**config.mk**
```make
export PLATFORM = sky130hd
export DESIGN_NAME = state_record_crc_checker_core
export DESIGN_NICKNAME = d
export VERILOG_FILES = /design/src/scc_pkg.sv /design/src/scc_crc_byte.sv /design/src/state_record_crc_checker_core.sv
export SDC_FILE = /design/constraint.sdc
export NUM_CORES = 1
export LEC_CHECK = 0
export BUFFER_PORTS_ARGS = -buffer_cell sky130_fd_sc_hd__buf_2
export CAP_MARGIN = 5
export CELL_PAD_IN_SITES_DETAIL_PLACEMENT = 0
export CELL_PAD_IN_SITES_GLOBAL_PLACEMENT = 1
export CORE_UTILIZATION = 44
export CTS_BUF_LIST = sky130_fd_sc_hd__clkbuf_4 sky130_fd_sc_hd__clkbuf_8
export DETAILED_ROUTE_END_ITERATION = 12
export HOLD_SLACK_MARGIN = 0.05
export PLACE_DENSITY_LB_ADDON = 0.25
export SLEW_MARGIN = 25
export SYNTH_ARGS = -nofsm -noshare
export SYNTH_HDL_FRONTEND = slang
export SYNTH_SLANG_ARGS = --single-unit
```
**constraint.sdc**
```tcl
create_clock -name clk -period 11.7 [get_ports clk]
set_input_delay 1.17 -clock clk [delete_from_list [all_inputs] [get_ports clk]]
set_output_delay 1.17 -clock clk [all_outputs]
set_load 0.03 [all_outputs]
```
**src/scc_pkg.sv**
```systemverilog
`default_nettype none
package scc_pkg;

  // Record field being parsed
  localparam logic [3:0] PH_MAGIC   = 4'd0;
  localparam logic [3:0] PH_CUR     = 4'd1;
  localparam logic [3:0] PH_WRK     = 4'd2;
  localparam logic [3:0] PH_EPOCH   = 4'd3;
  localparam logic [3:0] PH_SHUF    = 4'd4;
  localparam logic [3:0] PH_COUNT   = 4'd5;
  localparam logic [3:0] PH_INDEX   = 4'd6;
  localparam logic [3:0] PH_TRAILER = 4'd7;
  localparam logic [3:0] PH_DONE    = 4'd8;

  // Result kinds
  localparam logic [2:0] KIND_POSITION = 3'd0;
  localparam logic [2:0] KIND_EPOCH    = 3'd1;
  localparam logic [2:0] KIND_SHUFFLE  = 3'd2;
  localparam logic [2:0] KIND_COUNT    = 3'd3;
  localparam logic [2:0] KIND_INDEX    = 3'd4;
  localparam logic [2:0] KIND_ACCEPTED = 3'd5;
  localparam logic [2:0] KIND_ERROR    = 3'd6;

  // Error codes
  localparam logic [1:0] ERR_NONE      = 2'd0;
  localparam logic [1:0] ERR_MAGIC     = 2'd1;
  localparam logic [1:0] ERR_TRUNCATED = 2'd2;
  localparam logic [1:0] ERR_CHECKSUM  = 2'd3;

  // Input op codes
  localparam logic OP_DATA = 1'b0;
  localparam logic OP_END  = 1'b1;

  localparam logic [31:0] CRC_POLY   = 32'hEDB88320;
  localparam logic [31:0] CRC_PRESET = 32'hFFFFFFFF;
  // "LTDL" read as a little-endian word
  localparam logic [31:0] MAGIC_WORD = 32'h4C44544C;

endpackage
`default_nettype wire

```
**src/scc_crc_byte.sv**
```systemverilog
`default_nettype none
module scc_crc_byte
  import scc_pkg::*;
(
  input  wire logic [31:0] crc_in,
  input  wire logic [7:0]  data_byte,
  output logic      [31:0] crc_out
);

  logic [31:0] c [0:8];

  always_comb begin
    c[0] = crc_in ^ {24'd0, data_byte};
    for (int k = 0; k < 8; k++) begin
      c[k + 1] = c[k][0] ? ((c[k] >> 1) ^ CRC_POLY) : (c[k] >> 1);
    end
    crc_out = c[8];
  end

endmodule
`default_nettype wire

```
**src/state_record_crc_checker_core.sv**
```systemverilog
// Saved-state record checker. Feed the record one byte per item (in_op = 0)
// and close it with an end item (in_op = 1). The block decodes the magic,
// position, worker position, epoch, shuffle byte, index count, the indices
// and the CRC-32 trailer, and returns one item per decoded field (magic
// and worker position excepted) and a verdict: accepted, bad magic,
// checksum mismatch, or truncated when the end item comes before the
// trailer is complete. After a verdict, bytes are dropped until an end
// item re-arms the block. One item is taken every clock cycle while
// in_stall is low. The accepting edge loads the input register; the parse
// logic then loads the result register once the result slot is free.
// A result held by out_stall stalls the input once the input register is
// also full. The byte-wise CRC-32 update in the parse stage sets the cycle
// time.
`default_nettype none
module state_record_crc_checker_core
  import scc_pkg::*;
(
  input  wire logic        clk,
  input  wire logic        rst_n,
  input  wire logic        in_valid,
  output logic             in_stall,
  input  wire logic        in_op,
  input  wire logic [7:0]  in_data_byte,
  output logic             out_valid,
  input  wire logic        out_stall,
  output logic [2:0]       out_kind,
  output logic [63:0]      out_value,
  output logic [1:0]       out_error_code
);

  logic        s1_valid_r, s1_valid_nxt;
  logic        s1_op_r;
  logic [7:0]  s1_byte_r;

  logic [3:0]  phase_r, phase_nxt;
  logic [2:0]  byte_count_r, byte_count_nxt;
  logic [63:0] field_shift_r, field_shift_nxt;
  logic [31:0] crc_r, crc_nxt;
  logic [63:0] indices_left_r, indices_left_nxt;
  logic        verdict_r, verdict_nxt;

  logic        out_valid_r, out_valid_nxt;
  logic [2:0]  out_kind_r, out_kind_nxt;
  logic [63:0] out_value_r, out_value_nxt;
  logic [1:0]  out_code_r, out_code_nxt;

  logic        out_free, in_take, proc;
  logic        emit;
  logic [2:0]  emit_kind;
  logic [63:0] emit_value;
  logic [1:0]  emit_code;
  logic [63:0] shift_upd;
  logic [31:0] crc_upd;
  logic        field_last;

  assign out_free = !out_valid_r || !out_stall;
  assign proc     = s1_valid_r && out_free;
  assign in_stall = s1_valid_r && !out_free;
  assign in_take  = in_valid && !in_stall;

  assign shift_upd = {s1_byte_r, field_shift_r[63:8]};

  scc_crc_byte u_crc (
    .crc_in    (crc_r),
    .data_byte (s1_byte_r),
    .crc_out   (crc_upd)
  );

  always_comb begin
    case (phase_r)
      PH_SHUF:              field_last = 1'b1;
      PH_MAGIC, PH_TRAILER: field_last = (byte_count_r == 3'd3);
      default:              field_last = (byte_count_r == 3'd7);
    endcase
  end

  always_comb begin
    s1_valid_nxt     = in_take ? 1'b1 : (proc ? 1'b0 : s1_valid_r);
    phase_nxt        = phase_r;
    byte_count_nxt   = byte_count_r;
    field_shift_nxt  = field_shift_r;
    crc_nxt          = crc_r;
    indices_left_nxt = indices_left_r;
    verdict_nxt      = verdict_r;
    emit             = 1'b0;
    emit_kind        = KIND_ERROR;
    emit_value       = 64'd0;
    emit_code        = ERR_NONE;

    if (proc) begin
      if (s1_op_r == OP_END) begin
        if (!verdict_r) begin
          emit      = 1'b1;
          emit_kind = KIND_ERROR;
          emit_code = ERR_TRUNCATED;
        end
        // re-arm
        phase_nxt        = PH_MAGIC;
        byte_count_nxt   = 3'd0;
        field_shift_nxt  = 64'd0;
        crc_nxt          = CRC_PRESET;
        indices_left_nxt = 64'd0;
        verdict_nxt      = 1'b0;
      end else if (!verdict_r && phase_r <= PH_TRAILER) begin
        field_shift_nxt = shift_upd;
        if (phase_r != PH_TRAILER) begin
          crc_nxt = crc_upd;
        end
        if (!field_last) begin
          byte_count_nxt = byte_count_r + 3'd1;
        end else begin
          byte_count_nxt  = 3'd0;
          field_shift_nxt = 64'd0;
          case (phase_r)
            PH_MAGIC: begin
              if (shift_upd[63:32] != MAGIC_WORD) begin
                verdict_nxt = 1'b1;
                phase_nxt   = PH_DONE;
                emit        = 1'b1;
                emit_kind   = KIND_ERROR;
                emit_code   = ERR_MAGIC;
              end else begin
                phase_nxt = PH_CUR;
              end
            end
            PH_CUR: begin
              phase_nxt  = PH_WRK;
              emit       = 1'b1;
              emit_kind  = KIND_POSITION;
              emit_value = shift_upd;
            end
            PH_WRK: begin
              phase_nxt = PH_EPOCH;
            end
            PH_EPOCH: begin
              phase_nxt  = PH_SHUF;
              emit       = 1'b1;
              emit_kind  = KIND_EPOCH;
              emit_value = shift_upd;
            end
            PH_SHUF: begin
              phase_nxt  = PH_COUNT;
              emit       = 1'b1;
              emit_kind  = KIND_SHUFFLE;
              emit_value = {63'd0, (s1_byte_r != 8'd0)};
            end
            PH_COUNT: begin
              indices_left_nxt = shift_upd;
              phase_nxt        = (shift_upd == 64'd0) ? PH_TRAILER : PH_INDEX;
              emit             = 1'b1;
              emit_kind        = KIND_COUNT;
              emit_value       = shift_upd;
            end
            PH_INDEX: begin
              indices_left_nxt = indices_left_r - 64'd1;
              if (indices_left_r == 64'd1) begin
                phase_nxt = PH_TRAILER;
              end
              emit       = 1'b1;
              emit_kind  = KIND_INDEX;
              emit_value = shift_upd;
            end
            default: begin
              verdict_nxt = 1'b1;
              phase_nxt   = PH_DONE;
              emit        = 1'b1;
              if (shift_upd[63:32] == ~crc_r) begin
                emit_kind = KIND_ACCEPTED;
              end else begin
                emit_kind = KIND_ERROR;
                emit_code = ERR_CHECKSUM;
              end
            end
          endcase
        end
      end
    end

    // hold a stalled result; load a new one only when the slot frees up
    out_valid_nxt = out_free ? emit : out_valid_r;
    out_kind_nxt  = out_kind_r;
    out_value_nxt = out_value_r;
    out_code_nxt  = out_code_r;
    if (out_free && emit) begin
      out_kind_nxt  = emit_kind;
      out_value_nxt = emit_value;
      out_code_nxt  = emit_code;
    end
  end

  always_ff @(posedge clk) begin
    if (!rst_n) begin
      s1_valid_r     <= 1'b0;
      phase_r        <= PH_MAGIC;
      byte_count_r   <= 3'd0;
      field_shift_r  <= 64'd0;
      crc_r          <= CRC_PRESET;
      indices_left_r <= 64'd0;
      verdict_r      <= 1'b0;
      out_valid_r    <= 1'b0;
    end else begin
      s1_valid_r     <= s1_valid_nxt;
      phase_r        <= phase_nxt;
      byte_count_r   <= byte_count_nxt;
      field_shift_r  <= field_shift_nxt;
      crc_r          <= crc_nxt;
      indices_left_r <= indices_left_nxt;
      verdict_r      <= verdict_nxt;
      out_valid_r    <= out_valid_nxt;
    end
  end

  always_ff @(posedge clk) begin
    if (in_take) begin
      s1_op_r   <= in_op;
      s1_byte_r <= in_data_byte;
    end
    out_kind_r  <= out_kind_nxt;
    out_value_r <= out_value_nxt;
    out_code_r  <= out_code_nxt;
  end

  assign out_valid      = out_valid_r;
  assign out_kind       = out_kind_r;
  assign out_value      = out_value_r;
  assign out_error_code = out_code_r;

endmodule
`default_nettype wire

```
# After elaboration in Yosys (flattened, before gate mapping)
# Cells that the tools add are included.
[totals]
ff_bits = 248
in_bits = 13
output_inout_bits = 71
wordCells = 127
[classes]
add_sub_neg = 2
n_lt_le_gt_ge = 1
eq_ne = 16
muxes = 53
bitwise = 13
reduce_logical = 29
[ops]
columns = ["operator", "n"]
rows = [
  ["$mux W64", 6],
  ["$mux W32", 11],
  ["$pmux W64 S2", 2],
  ["$not A13 Y14", 8],
  ["$eq A64 B1 Y1 const B", 1],
  ["$logic_not A64 Y1", 1],
  ["$sub A64 B1 Y64 const B", 1],
  ["$eq A32 B32 Y1", 1],
  ["$ne A32 B31 Y1 const B", 1],
  ["$not A32 Y32", 1],
  ["$xor A32 B8 Y32", 1],
  ["$pmux W4 S7", 1],
  ["$mux W4", 5],
  ["$pmux W3 S6", 1],
  ["$eq A4 B3 Y1 const B", 4],
  ["$mux W1", 14],
  ["$mux W2", 6],
  ["$mux W3", 3],
  ["$eq A4 B2 Y1 const B", 2],
  ["$reduce_and A4 Y1", 2],
  ["$reduce_bool A2 Y1", 4],
  ["$reduce_bool A8 Y1", 1],
  ["$reduce_or A4 Y1", 2],
  ["$ne A3 B3 Y1 const B", 2],
  ["20 further kinds", 33],
]

# Depth between registers and ports, before layout
# Gate-level depths: netlist of the first run.
[logic_depth]
word_depth = 20
ltp_mapped = 10
mapped_depth_nobuf = 8

# Cells and area by module
# A second synthesis of the first run with hierarchy kept.
[hier_totals]
hier_cells = 1350
area_unflattened_um2 = 11981.5
[modules_own_cells]
columns = ["mod", "n_inst", "cells_per_inst", "area_each_um2", "seq_area_each_um2"]
rows = [
  ["state_record_crc_checker_core", 1, 1279, 11204.5, 5585.4],
  ["scc_crc_byte", 1, 71, 777.0, 0.0],
]

# Worst setup path after synthesis of the first run
# No wires, ideal clock.
[synth_path]
path_type = "input to register"
start = "input out_stall"
end = "register out_code_r[0], in the netlist out_error_code[0], enable pin"
setup_time_ps = 523
arrival_ps = 5349
required_time_ps = 11177
setup_slack_ps = 5828
path_stages = 4
n_path_buf = 0
path_cell_list = "a21boi_0 nand2_1 a211o_1 o22ai_1"
[synth_between]
elab_chain_cells = 5
[synth_rtl]
columns = ["item", "line", "text"]
rows = [
  ["start: declaration", "state_record_crc_checker_core.sv:25", "input wire logic out_stall,"],
  ["$logic_not A1 Y1 (*)", "state_record_crc_checker_core.sv:56", "assign out_free = !out_valid_r || !out_stall;"],
  ["$logic_or A1 B1 Y1 (*)", "state_record_crc_checker_core.sv:56", ""],
  ["$logic_and A1 B1 Y1", "state_record_crc_checker_core.sv:57", "assign proc = s1_valid_r && out_free;"],
  ["$mux W1", "state_record_crc_checker_core.sv:90", "if (proc) begin"],
  ["$logic_and A1 B1 Y1 (*)", "state_record_crc_checker_core.sv:184", "if (out_free && emit) begin"],
  ["end signal: assignment", "state_record_crc_checker_core.sv:220", "out_code_r <= out_code_nxt;"],
  ["end: declaration", "state_record_crc_checker_core.sv:45", "logic [1:0] out_code_r, out_code_nxt;"],
]
# Mark *: on every way between the ends. The rest lies on a longest branch, timed or not.
# A chain may end at the register's enable or synchronous reset.

# Worst setup path in the final report of the first run
[layout_path]
start = "register phase_r[3]"
end = "register out_value_r[7], in the netlist out_value[7], enable pin"
[layout_between]
elab_chain_cells = 8
elab_cells_between_ends = 14
classes_between = "order compare (1); eq/ne (3); mux (6); reduce/logical (4)"
[layout_rtl]
columns = ["item", "line", "text"]
rows = [
  ["start: declaration", "state_record_crc_checker_core.sv:35", "logic [3:0] phase_r, phase_nxt;"],
  ["start signal: assignment", "state_record_crc_checker_core.sv:203", "phase_r <= phase_nxt;"],
  ["$eq A4 B3 Y1 / $logic_not A4 Y1 (equally long branches)", "state_record_crc_checker_core.sv:70, state_record_crc_checker_core.sv:114", ""],
  ["$reduce_or A2 Y1", "state_record_crc_checker_core.sv:70", "case (phase_r)"],
  ["$pmux W1 S2", "state_record_crc_checker_core.sv:70", ""],
  ["$mux W1", "state_record_crc_checker_core.sv:109", "if (!field_last) begin"],
  ["$mux W1 (*)", "state_record_crc_checker_core.sv:104", "end else if (!verdict_r && phase_r <= PH_TRAILER) begin"],
  ["$mux W1 (*)", "state_record_crc_checker_core.sv:91", "if (s1_op_r == OP_END) begin"],
  ["$mux W1 (*)", "state_record_crc_checker_core.sv:90", ""],
  ["$logic_and A1 B1 Y1 (*)", "state_record_crc_checker_core.sv:184", ""],
  ["end signal: assignment", "state_record_crc_checker_core.sv:219", "out_value_r <= out_value_nxt;"],
  ["end: declaration", "state_record_crc_checker_core.sv:44", "logic [63:0] out_value_r, out_value_nxt;"],
]
# Marks and branches as above.

==> impl_metrics.py, run 1 <==
metrics = {
    "sta": {
        "fmax_ghz": 0.238,
        "tightest_slew_ns": 0.983,
        "slew_headroom_pct": 34.5,
        "fin_crit_sh_pct": 35.9,
        "hold_violations": 0,
        "min_period_ns": 4.20,
        "skew_ns": 0.0243,
        "grt_setup_unrepaired": "false",
        "fin_ws_ns": 7.50,
        "setup_violations": 0,
        "tns_ns": 0,
        "drv_slew": 0,
    },
    "cts": {
        "path_clk_slew_ns": 0.06,
        "clock_sinks": 240,
        "cts_htree_levels": 2,
        "cts_made_buffers": 41,
        "post_cts_buffers": 0,
        "root_buffer": "clkbuf_8",
        "cts_tree": "done",
        "clkLatencyLatePin_ns": 0.54,
        "postCtsResizedCells": 0,
        "postCtsHoldBufs": 0,
        "clk_path_buf_depth": 3,
    },
    "power": {
        "power_density_nw_per_um2": 148,
        "ir_drop_v": 0.0000698,
        "leakagePower_uw": 0.00493,
    },
    "global_route": {
        "met1_usage_pct": 39.5,
        "grt_pass1_wl_um": 57700,
        "gr-total-overflow": 0,
        "grtUsageMet2_pct": 40.0,
        "busiest_layer": "met2",
        "grt_max_degree": 91,
        "first_global_vias": 9626,
        "gr-usage-met3_pct": 4.31,
        "antenna_found_initial": 0,
        "track_usage_pct": 26.7,
    },
    "yosys": {
        "netlist_instances": 1305,
        "yosys_most_used_dff": "dfxtp_1",
        "yosysSeqAreaShare_pct": 47.1,
        "syn_area_per_cell_um2": 9.08,
        "ys_async_sr_fraction_pct": 0,
        "synth_edf_count": 78,
        "synth.net_count": 1321,
        "syn_area_um2": 11900,
        "ys_warn_count": 0,
        "synth-seq-cells": 240,
        "ys_types": 70,
    },
    "critical_path": {
        "reg2reg_to": "out_value[7]$_SDFFCE_PP0P_",
        "cp.arrival_ns": 4.36,
        "crit_end": "out_value[7]$_SDFFCE_PP0P_",
        "r2r_start": "phase_r[3]$_SDFFE_PN0P_",
        "worst_path_dominant_cell_family": "compound AO/OA/AOI/OAI gates",
        "end_kind": "flop",
        "critPathMaxFanout": 51,
        "worstPathCellList": "and4b_1 -> nor3b_1 -> o21ai_0 -> a211o_1 -> o22ai_4 -> buf_4",
        "crit_path_top_delay_cell": "dfxtp_1",
        "cp.depth": 6,
        "critPathRequiredTime_ns": 11.87,
        "r2r_setup_slack_ns": 7.50,
        "cpPeakStageDelay_ns": 0.83,
        "startpoint_type": "flop",
        "cp-startpoint": "phase_r[3]$_SDFFE_PN0P_",
        "critical_path_class": "flop to flop",
        "critical_path_buf_inv_count": 1,
        "r2r_cells": 6,
    },
    "floorplan": {
        "fp.coreArea_um2": 26200,
        "die_w_um": 166,
        "pin_count": 84,
        "rows": 59,
        "die_area_um2": 27600,
        "die_h_um": 166,
        "start_util_pct": 45.2,
    },
    "placement": {
        "dp_hpwl_um": 23700,
        "place.gp.congestion": 0.879,
        "io_buffers": 83,
        "place_ws_ns": 7.49,
    },
    "status": {
        "violations": "design-rule violations",
        "status": "complete, but fails checks",
    },
    "drt": {
        "detail-route-antenna-nets": 0,
        "wl_per_cell_um": 21.6,
        "wirelength_um": 37100,
        "drc_errors": 9,
        "drtIter0Drc": 1202,
        "num_vias": 10400,
        "drtPass1Iterations": 12,
        "vias_per_cell": 6.05,
    },
    "finish": {
        "layout_commonest_cell": "dfxtp_1",
        "drive_gt1_share_pct": 15.1,
        "antenna_cells": 0,
        "nFillCells": 2456,
        "final_nets": 1364,
        "area_delta_synth_final_pct": 12.7,
        "mostFrequentLayoutCells": "162 x dfxtp_1, 157 x nor2_1, 102 x o21ai_0",
    },
    "worst_hold_path": {
        "hold_class": "flop to flop",
    },
    "flow_run": {
        "cap_violations": 0,
    },
}
==> registers in the layout (all words and copies together) (netlist names) <==
register / flops
phase_r: 4
field_shift_r: 56
indices_left_r: 64
out_kind: 3
verdict_r: 1
out_error_code: 2
out_valid: 1
s1_valid_r: 1
s1_op_r: 1
byte_count_r: 3
s1_byte_r: 8
crc_r: 32
out_value: 64
==> cells by family (layout without fill, tap and decap cells) <==
logic type | count (synthesis) | after routing | synth area share [%]
compound gates | 355 | 355 | 19.7
xor+xnor | 109 | 109 | 8.06
fa+ha+maj | 3 | 3 | 0.317
buf+inv | 111 | 187 | 3.63
flops | 240 | 240 | 47.1
mux | 1 | 1 | 0.0845
simple gates | 486 | 486 | 21.1
==> worst min path at each step <==
stage	slack [ns]	to	depth (start not counted)	start
floorplan	0.44	indices_left_r[62]$_SDFFE_PN0P_	2	indices_left_r[62]$_SDFFE_PN0P_
global placement	0.47	indices_left_r[11]$_SDFFE_PN0P_	2	indices_left_r[11]$_SDFFE_PN0P_
detailed placement	0.47	indices_left_r[42]$_SDFFE_PN0P_	2	indices_left_r[42]$_SDFFE_PN0P_
CTS	0.48	indices_left_r[42]$_SDFFE_PN0P_	2	indices_left_r[42]$_SDFFE_PN0P_
global route	0.51	indices_left_r[42]$_SDFFE_PN0P_	2	indices_left_r[42]$_SDFFE_PN0P_
finish	0.47	indices_left_r[42]$_SDFFE_PN0P_	2	indices_left_r[42]$_SDFFE_PN0P_
==> worst register-to-register path, stage by stage (launching register included) <==
cell	delay (ns)
dfxtp_1	0.83
and4b_1	0.33
nor3b_1	0.58
o21ai_0	0.36
a211o_1	0.51
o22ai_4	0.56
buf_4	0.62
==> synthesized netlist by cell type, types with 13 or more instances <==
library cell	instances	share of area, %
a21oi_1	51	2.2
a22oi_1	74	4.7
a31oi_1	18	0.95
and2_1	68	3.6
clkbuf_1	87	2.8
dfxtp_1	162	27
edfxtp_1	78	20
nand2_1	67	2.1
nand3_1	22	0.93
nor2_1	158	5.0
nor3_1	44	1.9
nor4_1	44	2.3
o21ai_0	102	4.3
o22ai_1	30	1.6
or3_1	13	0.69
xnor2_1	84	6.2
xor2_1	25	1.8
==> routing by layer <==
metal / wire, um / part of all wire [%]
met5: 0 / 0
met4: 754 / 2.0
met3: 2870 / 7.7
met2: 16100 / 43
met1: 17400 / 47
==> layout make-up <==
cell class | count | area [um2] | share of cell area [%]
flip-flops and latches | 240 | 5590 | 41.8
multi-input cells | 954 | 5920 | 44.3
well taps | 335 | 419 | 3.14
repair buffers | 100 | 543 | 4.07
clock inverters | 12 | 81.3 | 0.609
clock buffers | 64 | 768 | 5.75
inverters | 11 | 41.3 | 0.309
==> report_power, final <==
group | switching, uW | internal (uW) | leakage, uW
combinational | 174 | 110 | 0.00231
clock | 347 | 440 | 0.000455
sequential | 28.1 | 877 | 0.00216
==> through the flow <==
step	hold WS, ns	utilization [%]	total power [uW]	instances	area (um2)
CTS	0.476	50.9	1980	1716	13400
global route	0.507	51.0	2050	1716	13400
floorplan	0.442	-	1130	1305	11900
global placement	0.466	47.7	1200	1640	12500
finish	0.475	51.0	1980	1716	13400
detailed placement	0.468	47.7	1200	1640	12500
No activity file was read; power rests on OpenSTA's default activity.
==> run 2, diff against run 1 <==
--- a/config.mk
+++ b/config.mk
@@ -5,11 +5,12 @@
 export SDC_FILE = /design/constraint.sdc
 export NUM_CORES = 1
 export LEC_CHECK = 0
+export ABC_AREA = 1
 export BUFFER_PORTS_ARGS = -buffer_cell sky130_fd_sc_hd__buf_2
 export CAP_MARGIN = 5
 export CELL_PAD_IN_SITES_DETAIL_PLACEMENT = 0
 export CELL_PAD_IN_SITES_GLOBAL_PLACEMENT = 1
-export CORE_UTILIZATION = 44
+export CORE_UTILIZATION = 41
 export CTS_BUF_LIST = sky130_fd_sc_hd__clkbuf_4 sky130_fd_sc_hd__clkbuf_8
 export DETAILED_ROUTE_END_ITERATION = 12
 export HOLD_SLACK_MARGIN = 0.05
==> constraint.sdc (replaced) <==
create_clock -name clk -period 3.62 [get_ports clk]
set_input_delay 0.362 -clock clk [delete_from_list [all_inputs] [get_ports clk]]
set_output_delay 0.362 -clock clk [all_outputs]
set_load 0.03 [all_outputs]
==> run 2 against run 1 <==
The flow now finishes without violations. Non-clock buffer count is 14 higher. Via count up 32%. Sequential cell count unchanged. Routed wire length up 32%. Critical path depth up 5. Register-to-register slack worse by 6.4 ns. Largest power group unchanged. Worst setup slack got worse by 6.4 ns. Synthesized cell count rose by 56%. Highest routed layer unchanged. Final area is 17% higher. Clock skew is 0.013 ns higher.
==> impl_metrics.py, run 2 <==
metrics = {
    "status": {
        "status": "finished clean",
    },
    "floorplan": {
        "start_util_pct": 42.1,
        "die_w_um": 186,
        "rows": 66,
        "fp.coreArea_um2": 32900,
        "die_h_um": 186,
        "pin_count": 84,
        "die_area_um2": 34500,
    },
    "finish": {
        "final_nets": 2120,
        "nFillCells": 3432,
        "layout_commonest_cell": "nand2_1",
        "area_delta_synth_final_pct": 12.9,
        "mostFrequentLayoutCells": "585 x nand2_1, 271 x nor2_1, 191 x inv_1",
        "drive_gt1_share_pct": 11.4,
        "antenna_cells": 0,
    },
    "yosys": {
        "ys_async_sr_fraction_pct": 0,
        "synth.area.top_cells": "dfxtp_1 23%, edfxtp_1 17%, nand2_1 16%, nor2_1 7.4%, a21oi_1 5.9%",
        "synth_mux_area_share_pct": 0,
        "synth_top_cells_by_count": "586 x nand2_1, 272 x nor2_1, 192 x inv_1",
        "synth_compound_area_share_pct": 11.8,
        "ys_types": 46,
        "syn_area_per_cell_um2": 6.81,
        "ys_warn_count": 0,
        "synth_simple_gate_area_share_pct": 34.6,
        "syn_area_um2": 13800,
        "yosysSeqAreaShare_pct": 40.4,
        "synth_top_area_share_pct": 23.4,
        "synth_top_family_by_area": "simple AND/OR/NAND/NOR gates",
        "yosysMostFrequentCell": "nand2_1",
        "synth.net_count": 2049,
        "netlist.top_cell.by_area": "dfxtp_1",
        "netlist_instances": 2033,
        "synthXorXnorAreaFrac_pct": 4.52,
        "synth-seq-cells": 240,
        "synth_edf_count": 78,
        "synth_fa_ha_area_share_pct": 0.271,
        "yosys_most_used_dff": "dfxtp_1",
    },
    "cts": {
        "cts_made_buffers": 44,
        "clock_sinks": 240,
        "cts_tree": "done",
        "post_cts_buffers": 0,
        "root_buffer": "clkbuf_8",
        "cts_htree_levels": 2,
        "path_clk_slew_ns": 0.06,
        "clk_path_buf_depth": 3,
        "postCtsResizedCells": 0,
        "clkLatencyLatePin_ns": 0.60,
    },
    "sta": {
        "fmax_ghz": 0.405,
        "drv_slew": 0,
        "hold_violations": 0,
        "tightest_slew_ns": 0.737,
        "slew_headroom_pct": 50.9,
        "fin_crit_sh_pct": 68.1,
        "skew_ns": 0.0373,
        "fin_ws_ns": 1.15,
        "setup_violations": 0,
        "tns_ns": 0,
        "min_period_ns": 2.47,
        "grt_setup_unrepaired": "false",
    },
    "global_route": {
        "track_usage_pct": 28.8,
        "grt_max_degree": 72,
        "first_global_vias": 12800,
        "grt_pass1_wl_um": 74900,
        "gr-total-overflow": 0,
        "antenna_found_initial": 0,
    },
    "critical_path": {
        "cpPeakStageDelay_ns": 0.38,
        "end_kind": "flop",
        "startpoint_type": "flop",
        "critPathRequiredTime_ns": 3.88,
        "r2r_cells": 11,
        "cp.arrival_ns": 2.73,
        "r2r_setup_slack_ns": 1.15,
        "worstPathCellList": "inv_2 -> nor2_4 -> nand2_1 -> nand3_1 -> nand3_2 -> nand2_4 -> nand3_4 -> inv_1 -> nand2_1 -> nand2_4 -> buf_12",
        "critPathMaxFanout": 41,
        "critical_path_class": "flop to flop",
        "crit_path_top_delay_cell": "nand2_4",
    },
    "drt": {
        "detail-route-antenna-nets": 0,
        "wl_per_cell_um": 18.9,
        "vias_per_cell": 5.30,
        "drc_errors": 0,
        "num_vias": 13700,
        "drtPass1Iterations": 6,
        "drtIter0Drc": 1186,
        "wirelength_um": 48900,
    },
    "power": {
        "ir_drop_v": 0.000265,
        "intPower_uw": 4750,
        "swShare_pct": 32.2,
        "p_switching_uw": 2250,
        "power_frac_comb_pct": 18.9,
        "pwr-share-clk_pct": 38.9,
        "power_frac_seq_pct": 42.2,
        "power_density_nw_per_um2": 448,
        "leakagePower_uw": 0.00646,
    },
    "worst_hold_path": {
        "min_delay_path_depth": 5,
        "hold_class": "input port to flop",
    },
    "placement": {
        "dp_hpwl_um": 35000,
        "io_buffers": 83,
        "place_ws_ns": 1.17,
        "place.gp.congestion": 0.931,
    },
    "flow_run": {
        "cap_violations": 0,
    },
}
run 2: cell types whose count changed after synthesis, sizes merged, moves of 69 or more:
cell	previous run	this run
a22oi	74	0
a21oi	51	174
nor2	158	282
inv	11	205
nand2	67	595
nand3	22	142
and2	70	1
run 2: power groups by stage:
stage                     Clock (uW)  Combinational (uW)  Sequential (uW)
after detailed placement           0                1290             3010
after global routing            2880                1460             2960
final                           2720                1320             2960
after CTS                       2780                1300             2950
after global placement             0                1270             3010
after floorplan                    0                 891             3020
run 2: what timing repair did:
| item | 4_1_cts | 5_1_grt |
|---|---|---|
| endpoints found under the setup margin | 0 | 0 |
| endpoints found under the hold margin | 10 | 0 |
| hold buffers | 10 | 0 |
run 2: metal layers:
metal	up-vias	GRT usage, %	wire, um
met5	-	0	0
met4	0	11.2	1730
met3	102	3.56	2890
met2	499	46.5	22100
met1	6348	39.0	22200
li1	6741	-	-
run 2: worst max-delay path: cells and delay by family, from the launching register on:
family	cells	cell delay, ns
DFF	1	0.37
and+or+nand+nor	8	1.28
buffers and inverters	3	0.47
run 2: layout make-up:
class                      instances  area (um2)  share of cell area [%]
clock buffer                      56         708                    4.53
multi-input combinational       1498        7090                    45.4
tap                              442         553                    3.54
timing repair buffer             114         711                    4.55
sequential                       240        5590                    35.8
inverter                         206         776                    4.97
clock inverter                    26         191                    1.23
run 2: final timing paths:
path                                                        to                            from
worst max register to register     out_value[17]$_SDFFCE_PP0P_         phase_r[2]$_SDFFE_PN0P_
worst max-delay path               out_value[17]$_SDFFCE_PP0P_         phase_r[2]$_SDFFE_PN0P_
worst min register to register  field_shift_r[14]$_SDFFE_PN0P_  field_shift_r[14]$_SDFFE_PN0P_
worst min-delay path                    out_valid$_SDFFE_PN0P_                       out_stall
run 2: cells by family (layout without fill, tap and decap cells):
kind of cell,Yosys count,count (layout)
and+or+nand+nor,1133,1133
AOI/OAI and AO/OA,303,303
buffers and inverters,295,402
DFF,240,240
xor gates and xnor gates,59,59
adders and majority gates,3,3
run 2: per-stage QoR:
| stage | instances | instance area [um2] | utilization, % | hold slack [ns] | total power, uW |
|---|---|---|---|---|---|
| 2_1_floorplan | 2033 | 13800 | - | 0.445 | 3910 |
| 3_3_place_gp | 2490 | 14600 | 44.5 | 0.456 | 4280 |
| 3_5_place_dp | 2490 | 14600 | 44.5 | 0.459 | 4300 |
| 4_1_cts | 2582 | 15600 | 47.5 | 0.148 | 7030 |
| 5_1_grt | 2582 | 15600 | 47.5 | 0.209 | 7310 |
| 6_report | 2582 | 15600 | 47.5 | 0.183 | 7000 |
